File: config.mk
export PLATFORM = sky130hd
export DESIGN_NAME = terminal_escape_line_editor
export DESIGN_NICKNAME = d
export VERILOG_FILES = /design/src/rtl/core/tel_pkg.sv /design/src/rtl/core/terminal_escape_line_editor.sv
export VERILOG_INCLUDE_DIRS = /design/src /design/src/rtl/core
export SDC_FILE = /design/constraint.sdc
export NUM_CORES = 1
export LEC_CHECK = 0
export ABC_AREA = 1
export BUFFER_PORTS_ARGS = -buffer_cell sky130_fd_sc_hd__buf_2
export CORE_AREA = 2 2 157 159
export CTS_CLUSTER_SIZE = 14
export DETAILED_ROUTE_END_ITERATION = 10
export DIE_AREA = 0 0 159 161
export PLACE_DENSITY = 0.58
export SYNTH_ARGS = -nofsm -noshare
export SYNTH_HDL_FRONTEND = slang
export SYNTH_SLANG_ARGS = --single-unit
File: constraint.sdc
create_clock -name clk_i -period 6.4 [get_ports clk_i]
set_input_delay 0.64 -clock clk_i [delete_from_list [all_inputs] [get_ports clk_i]]
set_output_delay 0.64 -clock clk_i [all_outputs]
set_load 0.02 [all_outputs]
File: src/rtl/core/terminal_escape_line_editor_assert.svh
// Assertion helpers shared by the line editor RTL.
// Each macro expects clk_i and rst_ni in scope.
`ifndef TERMINAL_ESCAPE_LINE_EDITOR_ASSERT_SVH
`define TERMINAL_ESCAPE_LINE_EDITOR_ASSERT_SVH

// Same-cycle implication, disabled while reset is asserted.
`define TEL_ASSERT_IMP(lbl, ante, cons) \
  lbl: assert property (@(posedge clk_i) disable iff (!rst_ni) (ante) |-> (cons)) \
    else $error("line editor assertion failed");

// Next-cycle implication, disabled while reset is asserted.
`define TEL_ASSERT_NXT(lbl, ante, cons) \
  lbl: assert property (@(posedge clk_i) disable iff (!rst_ni) (ante) |=> (cons)) \
    else $error("line editor assertion failed");

`endif

File: src/rtl/core/tel_pkg.sv
package tel_pkg;

  // Line geometry and derived widths.
  localparam int unsigned LineLen  = 256;
  localparam int unsigned ColW     = $clog2(LineLen + 1);
  localparam int unsigned ParamW   = 10;
  localparam int unsigned ParamMax = 1023;
  localparam int unsigned TabMax   = 8;
  localparam int unsigned CntW     = $clog2(TabMax + 1);

  // Byte codes recognized by the parser.
  localparam logic [7:0] ChEsc    = 8'h1B;
  localparam logic [7:0] ChLf     = 8'h0A;
  localparam logic [7:0] ChCr     = 8'h0D;
  localparam logic [7:0] ChFf     = 8'h0C;
  localparam logic [7:0] ChBs     = 8'h08;
  localparam logic [7:0] ChDel    = 8'h7F;
  localparam logic [7:0] ChTab    = 8'h09;
  localparam logic [7:0] ChSpace  = 8'h20;
  localparam logic [7:0] ChLbrack = 8'h5B;
  localparam logic [7:0] ChZero   = 8'h30;
  localparam logic [7:0] ChNine   = 8'h39;
  localparam logic [7:0] ChFinLo  = 8'h40;
  localparam logic [7:0] ChFinHi  = 8'h7E;
  localparam logic [7:0] ChFinK   = 8'h4B;
  localparam logic [7:0] ChFinC   = 8'h43;
  localparam logic [7:0] ChFinD   = 8'h44;
  localparam logic [7:0] ChFinG   = 8'h47;
  localparam logic [7:0] ChFinJ   = 8'h4A;

  // Parser phase, one-hot.
  typedef enum logic [3:0] {
    PhGround = 4'b0001,
    PhEsc    = 4'b0010,
    PhDigits = 4'b0100,
    PhParams = 4'b1000
  } phase_e;

  // Edit commands for the downstream line store.
  typedef enum logic [2:0] {
    OpWrite     = 3'd0,
    OpTrunc     = 3'd1,
    OpRemove    = 3'd2,
    OpClearLine = 3'd3,
    OpEndLine   = 3'd4,
    OpClearAll  = 3'd5
  } op_e;

  // One pending result; count > 1 means a burst of spaces at rising columns.
  typedef struct packed {
    op_e             op;
    logic            open;
    logic [ColW-1:0] column;
    logic [7:0]      chr;
    logic            ovf;
    logic [CntW-1:0] count;
  } res_t;

endpackage

File: src/rtl/core/terminal_escape_line_editor.sv
// Terminal byte-stream line editor: every accepted byte passes an input register, is decoded
// combinationally against the parser, cursor and line-length state, and any resulting edit
// word lands in the output register, so a new byte can enter every cycle unless the input
// register is held. A tab yields up to eight write words from the output register, one per
// cycle while out_stall_i is low; during such a burst the input register holds a byte that
// would produce words, while bytes that produce none (cursor moves, escape and CSI parameter bytes) flow on.
module terminal_escape_line_editor (
  input  logic                      clk_i,
  input  logic                      rst_ni,
  input  logic                      tab_width_we_i,
  input  logic [3:0]                tab_width_i,
  input  logic                      in_valid_i,
  output logic                      in_stall_o,
  input  logic [7:0]                byte_in_i,
  output logic                      out_valid_o,
  input  logic                      out_stall_i,
  output logic [2:0]                op_o,
  output logic                      open_first_o,
  output logic [tel_pkg::ColW-1:0]  column_o,
  output logic [7:0]                char_out_o,
  output logic                      overflow_o,
  output logic                      last_o
);
  import tel_pkg::*;

  localparam int unsigned SumW  = ((ColW > ParamW) ? ColW : ParamW) + 1;
  localparam int unsigned ProdW = ParamW + 4;

  // Configuration and editor state.
  logic [3:0]        tab_q;
  phase_e            phase_q, phase_d;
  logic [ParamW-1:0] param_q, param_d;
  logic [ColW-1:0]   col_q, col_d;
  logic [ColW-1:0]   len_q, len_d;
  logic              need_q, need_d;
  logic              drop_q, drop_d;

  // Input register.
  logic              in_valid_q;
  logic [7:0]        in_byte_q;
  logic              in_ready, in_go;

  // Output register.
  logic              out_valid_q;
  res_t              out_q;
  logic              out_take, out_free;

  // Decode intermediates.
  res_t              res;
  logic [7:0]        b;
  logic [ColW-1:0]   col_o, len_o;
  logic [CntW-1:0]   tab_eff, wr_t, wr_n;
  logic [ColW-1:0]   wr_c, wr_avail, wr_end;
  logic              wr_over;
  logic [ParamW-1:0] step, g_col;
  logic [SumW-1:0]   fwd_sum;
  logic [ProdW-1:0]  p_next;
  logic [ColW-1:0]   k_amt;

  assign b = in_byte_q;

  // Handshake between the two registers.
  assign out_take   = out_valid_q && !out_stall_i;
  assign out_free   = !out_valid_q || (out_take && (out_q.count == CntW'(1)));
  assign in_go      = in_valid_q && ((res.count == '0) || out_free);
  assign in_ready   = !in_valid_q || in_go;
  assign in_stall_o = !in_ready;

  // Shared decode terms: line state as seen after opening a fresh line.
  always_comb begin
    col_o    = need_q ? '0 : col_q;
    len_o    = need_q ? '0 : len_q;
    tab_eff  = (tab_q > CntW'(TabMax)) ? CntW'(TabMax) : tab_q;
    wr_t     = (b == ChTab) ? tab_eff : CntW'(1);
    wr_c     = (col_o > len_o) ? len_o : col_o;
    wr_avail = ColW'(LineLen) - wr_c;
    wr_over  = ColW'(wr_t) > wr_avail;
    wr_n     = wr_over ? CntW'(wr_avail) : wr_t;
    wr_end   = wr_c + ColW'(wr_n);
    step     = (param_q == '0) ? ParamW'(1) : param_q;
    g_col    = (param_q == '0) ? '0 : param_q - ParamW'(1);
    fwd_sum  = SumW'(col_q) + SumW'(step);
    p_next   = ProdW'(param_q) * ProdW'(10) + ProdW'(b[3:0]);
    k_amt    = ((col_o != '0) && (col_o <= len_o)) ? col_o : '0;
  end

  // Byte decode: next state and the result word of the byte in the input register.
  always_comb begin
    phase_d    = phase_q;
    param_d    = param_q;
    col_d      = col_q;
    len_d      = len_q;
    need_d     = need_q;
    drop_d     = drop_q;
    res.op     = OpWrite;
    res.open   = 1'b0;
    res.column = '0;
    res.chr    = '0;
    res.count  = '0;

    case (phase_q)
      PhEsc: begin
        if (b == ChLbrack) begin
          phase_d = PhDigits;
          param_d = '0;
        end else begin
          phase_d = PhGround;
        end
      end
      PhDigits, PhParams: begin
        if (b inside {[ChFinLo:ChFinHi]}) begin
          phase_d = PhGround;
          case (b)
            ChFinK: begin
              res.open  = need_q;
              res.count = CntW'(1);
              need_d    = 1'b0;
              if (param_q == ParamW'(2)) begin
                res.op = OpClearLine;
                col_d  = '0;
                len_d  = '0;
              end else if (param_q == ParamW'(1)) begin
                res.op     = OpRemove;
                res.column = k_amt;
                col_d      = '0;
                len_d      = len_o - k_amt;
              end else begin
                res.op     = OpTrunc;
                res.column = (col_o < len_o) ? col_o : len_o;
                col_d      = col_o;
                len_d      = (col_o < len_o) ? col_o : len_o;
              end
            end
            ChFinC: begin
              col_d = (fwd_sum > SumW'(LineLen)) ? ColW'(LineLen) : fwd_sum[ColW-1:0];
            end
            ChFinD: begin
              col_d = (SumW'(col_q) > SumW'(step)) ? col_q - ColW'(step) : '0;
            end
            ChFinG: begin
              col_d = (SumW'(g_col) > SumW'(LineLen)) ? ColW'(LineLen) : ColW'(g_col);
            end
            ChFinJ: begin
              if (param_q == ParamW'(2)) begin
                res.op    = OpClearAll;
                res.count = CntW'(1);
                need_d    = 1'b1;
                col_d     = '0;
                len_d     = '0;
              end
            end
            default: begin
            end
          endcase
        end else if ((phase_q == PhDigits) && (b inside {[ChZero:ChNine]})) begin
          param_d = (p_next > ProdW'(ParamMax)) ? ParamW'(ParamMax) : p_next[ParamW-1:0];
        end else begin
          phase_d = PhParams;
        end
      end
      default: begin
        case (b)
          ChEsc: phase_d = PhEsc;
          ChLf: begin
            res.op    = OpEndLine;
            res.open  = need_q;
            res.count = CntW'(1);
            need_d    = 1'b1;
            col_d     = '0;
            len_d     = '0;
          end
          ChCr: col_d = '0;
          ChFf: begin
            res.op    = OpClearAll;
            res.count = CntW'(1);
            need_d    = 1'b1;
            col_d     = '0;
            len_d     = '0;
          end
          ChBs, ChDel: begin
            if (col_q != '0) begin
              col_d = col_q - ColW'(1);
            end
          end
          default: begin
            // Tabs and printable bytes write at the cursor, clamped to the line length; a full line drops the rest.
            if ((b == ChTab && wr_t != '0) || (b >= ChSpace)) begin
              res.op     = OpWrite;
              res.open   = need_q;
              res.column = wr_c;
              res.chr    = (b == ChTab) ? ChSpace : b;
              res.count  = wr_n;
              need_d     = 1'b0;
              col_d      = wr_end;
              len_d      = (wr_end > len_o) ? wr_end : len_o;
              if (wr_over) begin
                drop_d = 1'b1;
              end
            end
          end
        endcase
      end
    endcase

    res.ovf = drop_d;
  end

  // Control and state registers.
  always_ff @(posedge clk_i or negedge rst_ni) begin
    if (!rst_ni) begin
      tab_q       <= 4'd4;
      phase_q     <= PhGround;
      param_q     <= '0;
      col_q       <= '0;
      len_q       <= '0;
      need_q      <= 1'b1;
      drop_q      <= 1'b0;
      in_valid_q  <= 1'b0;
      out_valid_q <= 1'b0;
    end else begin
      if (tab_width_we_i) begin
        tab_q <= tab_width_i;
      end
      if (in_go) begin
        phase_q <= phase_d;
        param_q <= param_d;
        col_q   <= col_d;
        len_q   <= len_d;
        need_q  <= need_d;
        drop_q  <= drop_d;
      end
      if (in_ready) begin
        in_valid_q <= in_valid_i;
      end
      if (in_go && (res.count != '0)) begin
        out_valid_q <= 1'b1;
      end else if (out_take && (out_q.count == CntW'(1))) begin
        out_valid_q <= 1'b0;
      end
    end
  end

  // Payload registers: input byte, and the output word with its burst stepping.
  always_ff @(posedge clk_i) begin
    if (in_ready && in_valid_i) begin
      in_byte_q <= byte_in_i;
    end
    if (in_go && (res.count != '0)) begin
      out_q <= res;
    end else if (out_take && (out_q.count != CntW'(1))) begin
      out_q.count  <= out_q.count - CntW'(1);
      out_q.column <= out_q.column + ColW'(1);
      out_q.open   <= 1'b0;
    end
  end

  assign out_valid_o  = out_valid_q;
  assign op_o         = out_q.op;
  assign open_first_o = out_q.open;
  assign column_o     = out_q.column;
  assign char_out_o   = out_q.chr;
  assign overflow_o   = out_q.ovf;
  assign last_o       = (out_q.count == CntW'(1));

  `include "terminal_escape_line_editor_assert.svh"

  // A held word always has at least one beat left.
  `TEL_ASSERT_IMP(a_out_count, out_valid_q, out_q.count != '0)
  // Cursor and line length never pass the end of the line.
  `TEL_ASSERT_IMP(a_col_bound, 1'b1, (col_q <= ColW'(LineLen)) && (len_q <= ColW'(LineLen)))
  // Character writes only target columns inside the line.
  `TEL_ASSERT_IMP(a_write_col, out_valid_q && (out_q.op == OpWrite), out_q.column < ColW'(LineLen))
  // The dropped-character flag stays set once raised.
  `TEL_ASSERT_NXT(a_drop_sticky, drop_q, drop_q)

endmodule
==> metrics.cfg <==
[global_route]
antenna_found_initial = 0
grt_max_degree = 50
gr-total-overflow = 0
grt_pass1_vias = 8130
grt_pass1_wl_mm = 42.33
grt_usage_pct = 20.45

[timing]
finalSetupTns_ns = 0
skew_ns = 0.01180
setup_violations = 0
layout_worst_path_cycle_share_pct = 99.37
rsz0062_at_grt = yes
hold_viol_final = 0
drv_slew = 0
fmax_mhz = 157.2
relSlewSlack_pct = 20.71
min_period_ns = 6.360
worst_pin_slew_ns = 1.187

[cells_and_area]
fillCellCount = 2565
fin_util_pct = 41.03
seq_area_um2 = 2026
multi_input_area_um2 = 5618
diodes = 0
drive_gt1_share_pct = 18.40
finalNetCount = 1407
syn_to_final_growth_pct = 19.08

[setup_path]
rrSetupSlack_ns = 0.04
crit_path_top_delay_cell = dfstp_2
critPathCapture = len_q[1]
startpoint_type = flop
crit_top_cell = nand2_1
crit_fanout = 8
required_ns = 6.64
critPathLaunch = need_q
worst_r2r_path_depth = 46
worstPathArrival_ns = 6.60
cp-end-kind = flop
worstReg2RegStart = need_q
path_class = flop to flop
rr_endpoint = len_q[1]
max_stage_delay_ns = 0.62

[route]
viasPerCell = 5.183
routedWlPerCell_um = 15.93
drc = 0
drt-total-wl_mm = 26.03
num_vias = 8469
drtIter0Drc = 824
ant_nets = 0
drtPass1Iterations = 5

[clocking]
clock_path_buffers = 2
cts-root-buf = clkbuf_16
clkLatencyLatePin_ns = 0.36
cts.sinks = 74
cts_made_buffers = 9
cts_tree = built
htree_levels = 3
cts.clk_slew.worst_paths_ns = 0.06

[logic_synthesis]
synth_top_area_share_pct = 12.73
yosysUniqueCellTypes = 52
yosysWarnings = 0
synth_common_cells = 280 x nand2_1, 176 x inv_1, 129 x nor2_1, 89 x nand3_1, 79 x ha_1
syn-instance-count = 1237
syn_nets = 1339
syn-mean-instance-area_um2 = 6.676
yosysSeqAreaShare_pct = 24.53
synth.cell_area_um2 = 8258
synth-main-ff-cell = dfrtp_1
yosys-top-cells-area = nand2_1 13%, edfxtp_1 12%, ha_1 12%
synthArstFlopShare_pct = 54.05
yosysTopAreaCell = nand2_1
synth_edf_count = 34
synth-seq-cells = 74
yosys.cell_count.top_type = nand2_1

[floorplan]
core-area_um2 = 23960
ios = 42
start_util_pct = 34.46
fp.dieH_um = 161
core.rowCount = 57
dieArea_um2 = 25600
die_w_um = 159

[job]
drv_cap = 0

[place]
io_buffers = 41
dpl.hpwl_mm = 20.21
place.gp.congestion = 0.9254

[power]
p_leak_nw = 4.826
peakVddDrop_v = 0.0003017
power.density_nw_per_um2 = 595.1

[run_status]
status = finished, final reports clean

[min_path]
hp-class = input pin to async pin

routing by layer:
| metal | up-vias | wire length [um] | part of all wire (%) | global-route usage (%) |
|---|---|---|---|---|
| met5 | - | 0 | 0 | 0 |
| met4 | 0 | 788 | 3.0 | 8.182 |
| met3 | 55 | 1523 | 5.9 | 2.311 |
| met2 | 308 | 12000 | 46 | 34.13 |
| met1 | 3912 | 11710 | 45 | 27.15 |
| li1 | 4194 | - | - | - |
worst min-delay path by stage:
stage | end | start
floorplan | col_q[0] | rst_ni
global route | b[6] | byte_in_i[6]
detailed placement | phase_q[0] | phase_q[0]
finish | len_q[7] | rst_ni
global placement | phase_q[0] | phase_q[0]
CTS | b[6] | byte_in_i[6]
cells in the final DEF (no fill, tap or decap), types with 3 or more instances in the layout:
master and instances:
clkinv_1 3, o21ai_1 9, nand3_1 86, clkbuf_16 10, or2_2 9, nor3_2 3, inv_1 168, buf_2 41
nand2_4 10, o21ai_0 57, a21oi_2 4, clkinvlp_4 3, o31ai_1 4, nor2_4 5, ha_4 9, nor2_1 121
xnor2_1 7, inv_2 12, fa_1 5, nand2_1 255, o22ai_1 8, nor2_2 8, nor4_1 10, xor2_1 30
nand3b_1 4, nand3_2 5, nand2_2 23, o211ai_1 3, nand4_1 38, o21bai_1 7, buf_4 63, dfstp_2 3
edfxtp_1 34, a21oi_1 70, ha_1 70, nor3_1 21, o21ai_2 7, a31oi_1 5, dfrtp_1 37
power breakdown:
| part | switching, mW | total [mW] | internal [mW] |
|---|---|---|---|
| clock | 0.229 | 0.534 | 0.305 |
| combinational | 2.73 | 4.49 | 1.76 |
| sequential | 0.109 | 0.829 | 0.719 |
| total | 3.07 | 5.85 | 2.78 |
stage by stage:
step	instances	cell area [um2]	total power, mW	hold slack (ns)	worst slack [ns]
floorplan	1237	8259	3.367	0.3444	0.01769
global placement	1602	8986	4.488	0.4634	0.006698
detailed placement	1602	8986	4.480	0.4694	-0.2059
CTS	1622	9366	5.163	0.4527	0.05602
global route	1634	9833	6.311	0.4527	-0.2974
finish	1634	9833	5.852	0.4533	0.04015
worst max-delay path: cells and delay by family (launching register included):
kind | cells | cell delay (ns)
AND/OR/NAND/NOR | 25 | 2.45
adder cells (fa/ha/maj) | 6 | 1.45
AO/OA/AOI/OAI | 10 | 1.31
flip-flops | 1 | 0.62
buffers and inverters | 5 | 0.41
cells by family after synthesis:
kind of cell    after synthesis  share of synthesized area [%]
compound gates              193                          13.35
xor+xnor                     40                          4.242
fa+ha+maj                    85                          13.42
buf+inv                     239                          12.14
flops                        74                          24.53
simple gates                606                          32.32
final cells by class:
class                           instances  area share [%]
Timing Repair Buffer                  110           7.889
Clock inverter                          7          0.7762
Multi-Input combinational cell        924           57.13
Timing Repair inverter                  1         0.07635
Clock buffer                            9           2.290
Tap cell                              324           4.123
Inverter                              185           7.113
Sequential cell                        74           20.60
registers in the layout, indices dropped and copies added, names as in the netlist, 3 cells and up:
signal / count
b: 8
char_out_o: 8
col_q: 9
column_o: 9
len_q: 9
op_o: 3
out_q: 4
param_q: 10
phase_q: 4
tab_q: 4
what timing repair did:
item / 4_1_cts / 5_1_grt
hold buffers: 0 / 0
resized for setup: 15 / 95
cloned: 0 / 2
setup buffers: 4 / 10
pin swaps: 4 / 54
setup endpoints to repair: 9 / 9
Power figures use the tool's default switching activity.
